File: src/sv/assert_macros.svh
// ----------------------------------------------------------------------------
// Assertion macros
// Shared concurrent assertion wrappers, clocked on clk_i and held off during
// the active-low reset rst_ni.
// ----------------------------------------------------------------------------
`ifndef ASSERT_MACROS_SVH
`define ASSERT_MACROS_SVH

// Property must hold at every clock edge outside reset.
`define ASSERT_CLK(name, prop) \
  name: assert property (@(posedge clk_i) disable iff (!rst_ni) (prop)) \
    else $error("%m: property failed");

// Condition must never be true at a clock edge outside reset.
`define ASSERT_NEVER(name, cond) \
  name: assert property (@(posedge clk_i) disable iff (!rst_ni) !(cond)) \
    else $error("%m: forbidden condition seen");

`endif

File: src/sv/dpq_pkg.sv
// ----------------------------------------------------------------------------
// dpq_pkg
// Types, constants and table functions of the dithered palette quantizer.
// ----------------------------------------------------------------------------
package dpq_pkg;

  typedef logic [7:0]         chan_t;
  typedef logic signed [8:0]  delta_t;
  typedef logic [15:0]        sq_t;
  typedef logic [17:0]        dist_t;

  // One ANSI candidate during the minimum search.
  typedef struct packed {
    dist_t      dsum;
    logic [3:0] idx;
  } cand_t;

  // Register indexes on the configuration port.
  localparam logic [1:0] REG_MODE   = 2'd0;
  localparam logic [1:0] REG_DITHER = 2'd1;
  localparam logic [1:0] REG_AMP    = 2'd2;

  // Palette modes.
  localparam logic MODE_XTERM = 1'b0;
  localparam logic MODE_ANSI  = 1'b1;

  localparam int NumChan   = 3;
  localparam int NumAnsi   = 16;
  localparam int NumLevels = 4;
  localparam int NumGray   = 24;
  localparam int GrayBase  = 8;
  localparam int GrayStep  = 10;
  localparam int GrayIdx0  = 232;
  localparam int CubeIdx0  = 16;
  localparam int BayerMid  = 8;

  // 4x4 Bayer matrix entry.
  function automatic logic [3:0] bayer_val(logic [1:0] row, logic [1:0] col);
    logic [3:0] v;
    case ({row, col})
      4'h0: v = 4'd0;   4'h1: v = 4'd8;   4'h2: v = 4'd2;   4'h3: v = 4'd10;
      4'h4: v = 4'd12;  4'h5: v = 4'd4;   4'h6: v = 4'd14;  4'h7: v = 4'd6;
      4'h8: v = 4'd3;   4'h9: v = 4'd11;  4'ha: v = 4'd1;   4'hb: v = 4'd9;
      4'hc: v = 4'd15;  4'hd: v = 4'd7;   4'he: v = 4'd13;  4'hf: v = 4'd5;
      default: v = 4'd0;
    endcase
    return v;
  endfunction

  // Channel value of a color cube level.
  function automatic chan_t cube_level(logic [2:0] i);
    chan_t v;
    case (i)
      3'd0: v = 8'd0;
      3'd1: v = 8'd95;
      3'd2: v = 8'd135;
      3'd3: v = 8'd175;
      3'd4: v = 8'd215;
      3'd5: v = 8'd255;
      default: v = 8'd0;
    endcase
    return v;
  endfunction

  // Nearest cube level; a value exactly between two levels takes the lower.
  function automatic logic [2:0] nearest_cube(chan_t v);
    logic [2:0] i;
    if (v <= 8'd47)       i = 3'd0;
    else if (v <= 8'd115) i = 3'd1;
    else if (v <= 8'd155) i = 3'd2;
    else if (v <= 8'd195) i = 3'd3;
    else if (v <= 8'd235) i = 3'd4;
    else                  i = 3'd5;
    return i;
  endfunction

  // Channel value of an ANSI component level code.
  function automatic chan_t ansi_level(logic [1:0] code);
    chan_t v;
    case (code)
      2'd0: v = 8'd0;
      2'd1: v = 8'd128;
      2'd2: v = 8'd192;
      2'd3: v = 8'd255;
      default: v = 8'd0;
    endcase
    return v;
  endfunction

  // Level codes {red, green, blue} of the 16 ANSI colors.
  function automatic logic [5:0] ansi_code(logic [3:0] i);
    logic [5:0] c;
    case (i)
      4'd0:  c = {2'd0, 2'd0, 2'd0};
      4'd1:  c = {2'd1, 2'd0, 2'd0};
      4'd2:  c = {2'd0, 2'd1, 2'd0};
      4'd3:  c = {2'd1, 2'd1, 2'd0};
      4'd4:  c = {2'd0, 2'd0, 2'd1};
      4'd5:  c = {2'd1, 2'd0, 2'd1};
      4'd6:  c = {2'd0, 2'd1, 2'd1};
      4'd7:  c = {2'd2, 2'd2, 2'd2};
      4'd8:  c = {2'd1, 2'd1, 2'd1};
      4'd9:  c = {2'd3, 2'd0, 2'd0};
      4'd10: c = {2'd0, 2'd3, 2'd0};
      4'd11: c = {2'd3, 2'd3, 2'd0};
      4'd12: c = {2'd0, 2'd0, 2'd3};
      4'd13: c = {2'd3, 2'd0, 2'd3};
      4'd14: c = {2'd0, 2'd3, 2'd3};
      4'd15: c = {2'd3, 2'd3, 2'd3};
      default: c = 6'd0;
    endcase
    return c;
  endfunction

  // Squared difference of two channel values.
  function automatic sq_t sq_diff(chan_t a, chan_t b);
    chan_t d;
    d = (a >= b) ? (a - b) : (b - a);
    return sq_t'(d) * sq_t'(d);
  endfunction

  // Keep the lower-index candidate a unless b is strictly nearer.
  function automatic cand_t pick(cand_t a, cand_t b);
    return (b.dsum < a.dsum) ? b : a;
  endfunction

endpackage

File: src/sv/dithered_palette_quantizer_core.sv
// ----------------------------------------------------------------------------
// dithered_palette_quantizer_core
// Maps one RGB pixel to an xterm-256 or ANSI-16 palette index, with optional
// 4x4 Bayer ordered dither, in a seven-stage pipeline.
// ----------------------------------------------------------------------------
//
//  Channel   Direction  Handshake                 Payload
//  --------  ---------  ------------------------  ----------------------------
//  pixel     in         start / busy              red, green, blue, row/col phase
//  result    out        result_valid_o (strobe)   palette_index_o
//  config    in/out     APB psel/penable/pready   palette_mode, dither_enable,
//                                                 dither_amplitude
//
// One item enters per cycle; its result strobes on result_valid_o after it
// has passed the registered stages in order: dither offset, clamp, level
// and gray selection, squares, distance sums, and a two-stage registered
// minimum tree. busy stays low, as the pipeline never stalls and the
// receiver takes every result. Reset clears the configuration registers and
// the valid bits of all stages.

`include "assert_macros.svh"

module dithered_palette_quantizer_core
  import dpq_pkg::*;
(
  input  logic        clk_i,
  input  logic        rst_ni,
  // Pixel input
  input  logic        start,
  output logic        busy,
  input  logic [7:0]  red_i,
  input  logic [7:0]  green_i,
  input  logic [7:0]  blue_i,
  input  logic [1:0]  row_phase_i,
  input  logic [1:0]  col_phase_i,
  // Result output
  output logic        result_valid_o,
  output logic [7:0]  palette_index_o,
  // Configuration port
  input  logic        psel,
  input  logic        penable,
  input  logic        pwrite,
  input  logic [3:0]  paddr,
  input  logic [31:0] pwdata,
  output logic [31:0] prdata,
  output logic        pready
);

  // Configuration registers.
  logic        mode_q;
  logic        dither_q;
  logic [7:0]  amp_q;
  logic        cfg_wr;

  // Valid bit of each stage.
  logic [7:1]  vld_q;

  // Stage payloads.
  logic        s1_mode_q;
  chan_t       s1_ch_q [NumChan];
  delta_t      s1_delta_q;

  logic        s2_mode_q;
  chan_t       s2_ch_q [NumChan];

  logic        s3_mode_q;
  chan_t       s3_ch_q [NumChan];
  logic [2:0]  s3_lvl_q [NumChan];
  logic [4:0]  s3_gidx_q;

  logic        s4_mode_q;
  logic [2:0]  s4_lvl_q [NumChan];
  logic [4:0]  s4_gidx_q;
  sq_t         s4_cube_sq_q [NumChan];
  sq_t         s4_gray_sq_q [NumChan];
  sq_t         s4_ansi_sq_q [NumChan][NumLevels];

  logic        s5_mode_q;
  logic [4:0]  s5_gidx_q;
  logic [7:0]  s5_cube_idx_q;
  dist_t       s5_cube_d_q;
  dist_t       s5_gray_d_q;
  dist_t       s5_ansi_d_q [NumAnsi];

  logic        s6_mode_q;
  logic [7:0]  s6_xterm_q;
  cand_t       s6_cand_q [4];

  logic        s7_mode_q;
  logic [7:0]  palette_index_q;

  // Combinational stage results.
  logic signed [4:0]  boff;
  logic signed [13:0] prod;
  logic signed [13:0] prod_adj;
  delta_t             delta_d;
  chan_t              clamp_d [NumChan];
  logic [9:0]         chan_sum;
  logic [22:0]        gray_gt;
  logic [4:0]         gidx_d;
  chan_t              gray_lvl;
  dist_t              ansi_d_d [NumAnsi];
  cand_t              ansi_c [NumAnsi];
  cand_t              cand_d [4];
  cand_t              ansi_win;
  logic [7:0]         xterm_d;
  logic [7:0]         index_d;

  // --------------------------------------------------------------------------
  // Configuration port
  // --------------------------------------------------------------------------

  assign pready = 1'b1;
  assign cfg_wr = psel && penable && pwrite && pready;

  // Register writes; an address past the list is ignored.
  always_ff @(posedge clk_i or negedge rst_ni) begin
    if (!rst_ni) begin
      mode_q   <= MODE_XTERM;
      dither_q <= 1'b0;
      amp_q    <= 8'd0;
    end else if (cfg_wr) begin
      case (paddr[3:2])
        REG_MODE:   mode_q   <= pwdata[0];
        REG_DITHER: dither_q <= pwdata[0];
        REG_AMP:    amp_q    <= pwdata[7:0];
        default: ;
      endcase
    end
  end

  // Register read-back.
  always_comb begin
    case (paddr[3:2])
      REG_MODE:   prdata = {31'd0, mode_q};
      REG_DITHER: prdata = {31'd0, dither_q};
      REG_AMP:    prdata = {24'd0, amp_q};
      default:    prdata = 32'd0;
    endcase
  end

  // --------------------------------------------------------------------------
  // Handshake and valid pipeline
  // --------------------------------------------------------------------------

  assign busy = 1'b0;

  always_ff @(posedge clk_i or negedge rst_ni) begin
    if (!rst_ni) begin
      vld_q <= '0;
    end else begin
      vld_q <= {vld_q[6:1], start && !busy};
    end
  end

  // --------------------------------------------------------------------------
  // Stage 1: dither offset, (bayer - 8) * amplitude / 8 toward zero
  // --------------------------------------------------------------------------

  always_comb begin
    boff     = $signed({1'b0, bayer_val(row_phase_i, col_phase_i)}) - 5'(BayerMid);
    prod     = boff * $signed({1'b0, amp_q});
    prod_adj = prod + ((prod < 0) ? 14'sd7 : 14'sd0);
    delta_d  = dither_q ? delta_t'(prod_adj >>> 3) : '0;
  end

  always_ff @(posedge clk_i) begin
    s1_mode_q  <= mode_q;
    s1_ch_q[0] <= red_i;
    s1_ch_q[1] <= green_i;
    s1_ch_q[2] <= blue_i;
    s1_delta_q <= delta_d;
  end

  // --------------------------------------------------------------------------
  // Stage 2: add offset and clamp each channel to 0..255
  // --------------------------------------------------------------------------

  always_comb begin
    logic signed [9:0] sum;
    for (int c = 0; c < NumChan; c++) begin
      sum = $signed({2'b00, s1_ch_q[c]}) + s1_delta_q;
      if (sum < 0)            clamp_d[c] = 8'd0;
      else if (sum > 10'sd255) clamp_d[c] = 8'd255;
      else                    clamp_d[c] = sum[7:0];
    end
  end

  always_ff @(posedge clk_i) begin
    s2_mode_q <= s1_mode_q;
    s2_ch_q   <= clamp_d;
  end

  // --------------------------------------------------------------------------
  // Stage 3: nearest cube level per channel and nearest gray.
  // The gray distance is convex in the gray level, so gray i+1 beats gray i
  // exactly when 3*gray_i + 15 < r + g + b; counting those steps gives the
  // nearest gray, the earlier one on a tie.
  // --------------------------------------------------------------------------

  always_comb begin
    chan_sum = 10'(s2_ch_q[0]) + 10'(s2_ch_q[1]) + 10'(s2_ch_q[2]);
    for (int i = 0; i < NumGray - 1; i++) begin
      gray_gt[i] = chan_sum > 10'(3 * (GrayBase + GrayStep * i) + 15);
    end
    gidx_d = 5'($countones(gray_gt));
  end

  always_ff @(posedge clk_i) begin
    s3_mode_q <= s2_mode_q;
    s3_ch_q   <= s2_ch_q;
    s3_gidx_q <= gidx_d;
    for (int c = 0; c < NumChan; c++) begin
      s3_lvl_q[c] <= nearest_cube(s2_ch_q[c]);
    end
  end

  // --------------------------------------------------------------------------
  // Stage 4: squared channel differences
  // --------------------------------------------------------------------------

  assign gray_lvl = 8'(GrayBase) + 8'(s3_gidx_q) * 8'(GrayStep);

  always_ff @(posedge clk_i) begin
    s4_mode_q <= s3_mode_q;
    s4_lvl_q  <= s3_lvl_q;
    s4_gidx_q <= s3_gidx_q;
    for (int c = 0; c < NumChan; c++) begin
      s4_cube_sq_q[c] <= sq_diff(s3_ch_q[c], cube_level(s3_lvl_q[c]));
      s4_gray_sq_q[c] <= sq_diff(s3_ch_q[c], gray_lvl);
      for (int k = 0; k < NumLevels; k++) begin
        s4_ansi_sq_q[c][k] <= sq_diff(s3_ch_q[c], ansi_level(2'(k)));
      end
    end
  end

  // --------------------------------------------------------------------------
  // Stage 5: distance sums and cube index
  // --------------------------------------------------------------------------

  always_comb begin
    logic [5:0] code;
    for (int i = 0; i < NumAnsi; i++) begin
      code        = ansi_code(4'(i));
      ansi_d_d[i] = 18'(s4_ansi_sq_q[0][code[5:4]])
                  + 18'(s4_ansi_sq_q[1][code[3:2]])
                  + 18'(s4_ansi_sq_q[2][code[1:0]]);
    end
  end

  always_ff @(posedge clk_i) begin
    s5_mode_q     <= s4_mode_q;
    s5_gidx_q     <= s4_gidx_q;
    s5_cube_idx_q <= 8'(CubeIdx0) + 8'(s4_lvl_q[0]) * 8'd36
                   + 8'(s4_lvl_q[1]) * 8'd6 + 8'(s4_lvl_q[2]);
    s5_cube_d_q   <= 18'(s4_cube_sq_q[0]) + 18'(s4_cube_sq_q[1])
                   + 18'(s4_cube_sq_q[2]);
    s5_gray_d_q   <= 18'(s4_gray_sq_q[0]) + 18'(s4_gray_sq_q[1])
                   + 18'(s4_gray_sq_q[2]);
    s5_ansi_d_q   <= ansi_d_d;
  end

  // --------------------------------------------------------------------------
  // Stage 6: gray replaces the cube color only when strictly nearer;
  // first two levels of the ANSI minimum tree.
  // --------------------------------------------------------------------------

  always_comb begin
    for (int i = 0; i < NumAnsi; i++) begin
      ansi_c[i].dsum = s5_ansi_d_q[i];
      ansi_c[i].idx  = 4'(i);
    end
    for (int g = 0; g < 4; g++) begin
      cand_d[g] = pick(pick(ansi_c[4*g],     ansi_c[4*g + 1]),
                       pick(ansi_c[4*g + 2], ansi_c[4*g + 3]));
    end
    xterm_d = (s5_gray_d_q < s5_cube_d_q) ? 8'(GrayIdx0) + 8'(s5_gidx_q)
                                          : s5_cube_idx_q;
  end

  always_ff @(posedge clk_i) begin
    s6_mode_q  <= s5_mode_q;
    s6_xterm_q <= xterm_d;
    s6_cand_q  <= cand_d;
  end

  // --------------------------------------------------------------------------
  // Stage 7: last ANSI levels and mode select into the output register
  // --------------------------------------------------------------------------

  always_comb begin
    ansi_win = pick(pick(s6_cand_q[0], s6_cand_q[1]),
                    pick(s6_cand_q[2], s6_cand_q[3]));
    index_d  = (s6_mode_q == MODE_ANSI) ? {4'd0, ansi_win.idx} : s6_xterm_q;
  end

  always_ff @(posedge clk_i) begin
    s7_mode_q       <= s6_mode_q;
    palette_index_q <= index_d;
  end

  assign result_valid_o  = vld_q[7];
  assign palette_index_o = palette_index_q;

  // --------------------------------------------------------------------------
  // Assertions
  // --------------------------------------------------------------------------

  // An ANSI result always lies in 0..15.
  `ASSERT_CLK(a_ansi_range, (vld_q[7] && s7_mode_q == MODE_ANSI) |-> (palette_index_q[7:4] == 4'd0))
  // An xterm result never falls into the 16 system colors.
  `ASSERT_NEVER(a_xterm_range, vld_q[7] && s7_mode_q == MODE_XTERM && palette_index_q < 8'(CubeIdx0))
  // A gray index is chosen only when the gray was strictly nearer.
  `ASSERT_CLK(a_gray_pick, (vld_q[6] && s6_xterm_q >= 8'(GrayIdx0)) |-> ($past(s5_gray_d_q) < $past(s5_cube_d_q)))

endmodule
File: config.mk
export PLATFORM = sky130hd
export DESIGN_NAME = dithered_palette_quantizer_core
export DESIGN_NICKNAME = d
export VERILOG_FILES = /design/src/sv/dpq_pkg.sv /design/src/sv/dithered_palette_quantizer_core.sv
export VERILOG_INCLUDE_DIRS = /design/src /design/src/sv
export SDC_FILE = /design/constraint.sdc
export NUM_CORES = 2
export LEC_CHECK = 0
export ABC_CLOCK_PERIOD_IN_PS = 17000
export BUFFER_PORTS_ARGS = -buffer_cell sky130_fd_sc_hd__buf_2
export CORE_UTILIZATION = 60
export DETAILED_ROUTE_END_ITERATION = 6
export GPL_ROUTABILITY_DRIVEN = 0
export PLACE_DENSITY = 0.76
export SYNTH_ARGS = -nofsm -noshare
export SYNTH_HDL_FRONTEND = slang
export SYNTH_SLANG_ARGS = --single-unit
File: constraint.sdc
create_clock -name clk_i -period 17 [get_ports clk_i]
set_input_delay 1.7 -clock clk_i [delete_from_list [all_inputs] [get_ports clk_i]]
set_output_delay 1.7 -clock clk_i [all_outputs]
set_load 0.05 [all_outputs]
==> impl_results.md <==
* CP arrival at 9.84 ns
* Initial DRC count at 4278
* Worst hold path stage count at 0
* Netlist cell types at 93
* Tot GR Track Use at 0.310
* Worst reg2reg startpoint: s3_gidx_q[1]
* Cell area after synthesis at 78100 µm²
* Clk_lat worst skew at 0.73 ns
* Crit end category: flop
* Status: completed
* Die Span Y at 363 µm
* Data required time at the worst endpoint at 17.58 ns
* Port Buffers at 60
* Avg Synthesized Cell Area at 9.01 µm²
* Initial Util at 0.604
* Ports at 113
* Post-CTS sizing at 0
* Maximum buffer depth of the clock tree at 3
* Hold wc startpoint: s2_mode_q
* CP Launch Type: flop
* Final hold violations at 0
* Hold Buf Count CTS at 0
* Core Region at 129000 µm²
* Drc violations at 0
* Worst R2R End: s4_gray_sq_q[0][31]
* Reg2reg path depth at 28
* Syn. warnings at 0
* Sequential-to-total area share from yosys stat at 0.206
* Gate count after technology mapping at 8673
* Via count at 61200
* Peak Freq at 0.108 GHz
* Main synth FF type: dfxtp_1
* Clk_skew at 0.0453 ns
* Initial antenna violation count at 3
* Min-delay worst type: flop to flop
* DP Area at 80500 µm²
* Share of layout cells above drive strength 1 at 0.0480
* Layout area overhead at 6.96%
* CTS Sinks at 799
* Die W at 363 µm
* Critical Path Fanout Max at 14
* Clk slew on worst S/H paths at 0.07 ns
* Largest net degree at the start of global routing at 40
* Final Cell Area at 83600 µm²
* Grt ovf at 0
* Max-cap violations at 0
* Total die area at 132000 µm²
* Synthesized flop and latch total at 799
* H-tree Lvls at 3
* Fin nets at 10800
* Hold EP: s3_mode_q
* Critical path type: flop to flop
* Post-route ant nets at 0
* Fin. max-slew vios at 0
* Post-synth EDFFs at 0
* WL final at 203000 µm
* Row cnt at 132
* Crit-path slowest cell: fa_1
* Post CTS Setup Buffer Count at 0
* Reg2Reg Setup Slack at 7.74 ns
* DR vias/cell at 5.77
* CTS root buf: clkbuf_16
* RSZ-0062 raised after global routing: false
* Pre-antenna DRT Iters at 6
* CTS tree: done
* Slew HR at 0.175
* Setup violations, final at 0
* Layout Utilization at 0.646
* Num CTS Buffers at 89
* First-pass GRT wire length at 322000 µm
* Dpl hpwl at 167000 µm
* Most frequent CP cell: fa_1
* Final Critical Period at 9.26 ns
* Worst-Margin Slew at 1.23 ns
* Part of the cycle the worst path needs at 0.545
* Synth async-reset ratio at 0.0213
* Critical Path Max Stage Delay at 0.61 ns
* WL per Instance at 19.2 µm
* Vias in the first global route at 61700
* Setup_tns at 0 ns
-- cell usage after synthesis, types with 99 or more instances --
| cell type | instances | area share |
|---|---|---|
| nor3_1 | 179 | 0.011 |
| o21ai_0 | 240 | 0.015 |
| xor2_1 | 203 | 0.023 |
| o21bai_1 | 99 | 0.0095 |
| xnor2_1 | 547 | 0.061 |
| o21a_1 | 133 | 0.013 |
| nand3_1 | 142 | 0.0091 |
| fa_1 | 537 | 0.14 |
| a21o_1 | 190 | 0.018 |
| ha_1 | 1374 | 0.22 |
| mux2i_1 | 186 | 0.024 |
| a21oi_1 | 487 | 0.031 |
| nor2_1 | 886 | 0.043 |
| nand2_1 | 408 | 0.020 |
| dfxtp_1 | 782 | 0.20 |
| nor2b_1 | 135 | 0.011 |
| inv_1 | 1120 | 0.054 |
-- placed cells by master, fill, tap and decap left out, drive strengths merged, types with 56 or more instances in the layout --
master,count
o21bai,99
mux2,62
nor2,888
nand3,142
a21o,190
o21ai,246
nor2b,135
nand2b,77
buf,109
dfxtp,782
a21oi,488
clkbuf,113
mux2i,186
nand2,408
xor2,203
xnor2,547
conb,57
and2,56
ha,1374
nor3,181
o21a,133
inv,1127
fa,537
-- cells by family (layout without fill, tap and decap cells) --
family | Yosys count | after routing | synth area share
flip-flops | 799 | 799 | 0.206
other | 2 | 58 | 0.0000961
multiplexers | 248 | 248 | 0.0328
adder cells (fa/ha/maj) | 1914 | 1914 | 0.358
buffers and inverters | 1282 | 1406 | 0.0632
AND/OR/NAND/NOR | 2103 | 2103 | 0.123
AO/OA/AOI/OAI | 1572 | 1572 | 0.132
XOR/XNOR | 753 | 753 | 0.0849
-- registers in the layout (all words and copies together), names as in the netlist, 7 cells and up --
register         count
s4_ansi_sq_q       169
s6_xterm_q           8
s4_gray_sq_q        42
s5_cube_idx_q        8
s5_gray_d_q         16
s3_ch_q             24
s4_lvl_q             9
s6_cand_q           80
s1_ch_q             24
s1_delta_q           9
s5_cube_d_q         18
s3_lvl_q             9
vld_q                7
s2_ch_q             24
amp_q                8
s4_cube_sq_q        45
ansi_c             268
palette_index_o      8
-- final cells by class --
type                            instances  area (µm²)
Clock buffer                          113        2460
Antenna cell                            1        2.50
Tap cell                             1742        2180
Inverter                             1132        4250
Multi-Input combinational cell       6647       57400
Clock inverter                         52         586
Fill cell                           10400       45700
Timing Repair Buffer                  109         668
Sequential cell                       799       16100
-- worst max-delay path by stage --
stage	from	end	slack (ns)	depth (start not counted)
finish	s3_gidx_q[1]	s4_gray_sq_q[0][31]	7.74	28
global route	s3_gidx_q[1]	s4_gray_sq_q[0][31]	7.25	29
CTS	s3_gidx_q[1]	s4_gray_sq_q[0][31]	7.90	29
detailed placement	s3_gidx_q[1]	s4_gray_sq_q[0][31]	7.95	29
global placement	s3_gidx_q[1]	s4_gray_sq_q[0][31]	8.08	29
floorplan	s3_gidx_q[0]	s4_gray_sq_q[0][31]	9.26	28
-- per-stage QoR --
stage	setup WS (ns)	cells	hold slack [ns]
global placement	8.08	10400	0.312
finish	7.74	10600	0.327
detailed placement	7.95	10400	0.312
global route	7.25	10600	0.340
floorplan	9.26	8728	0.310
CTS	7.90	10600	0.326
-- critical path: cells and delay by family, from the launching register on --
family,cells,cell delay (ns)
XOR/XNOR,3,1.32
buffers and inverters,4,0.45
multiplexers,1,0.23
adder cells (fa/ha/maj),10,4.46
AO/OA/AOI/OAI,6,1.38
AND/OR/NAND/NOR,4,0.78
flip-flops,1,0.52
-- layer usage --
| metal | global-route usage | wire, µm | up-vias |
|---|---|---|---|
| met2 | 0.520 | 93100 | 1951 |
| li1 | - | - | 29500 |
| met5 | 0 | 18 | - |
| met3 | 0.0520 | 13700 | 600 |
| met4 | 0.182 | 13900 | 2 |
| met1 | 0.373 | 82500 | 29100 |
Power is not shown: default switching activity piles up to over one toggle a cycle in this logic, so the estimate is an artifact.
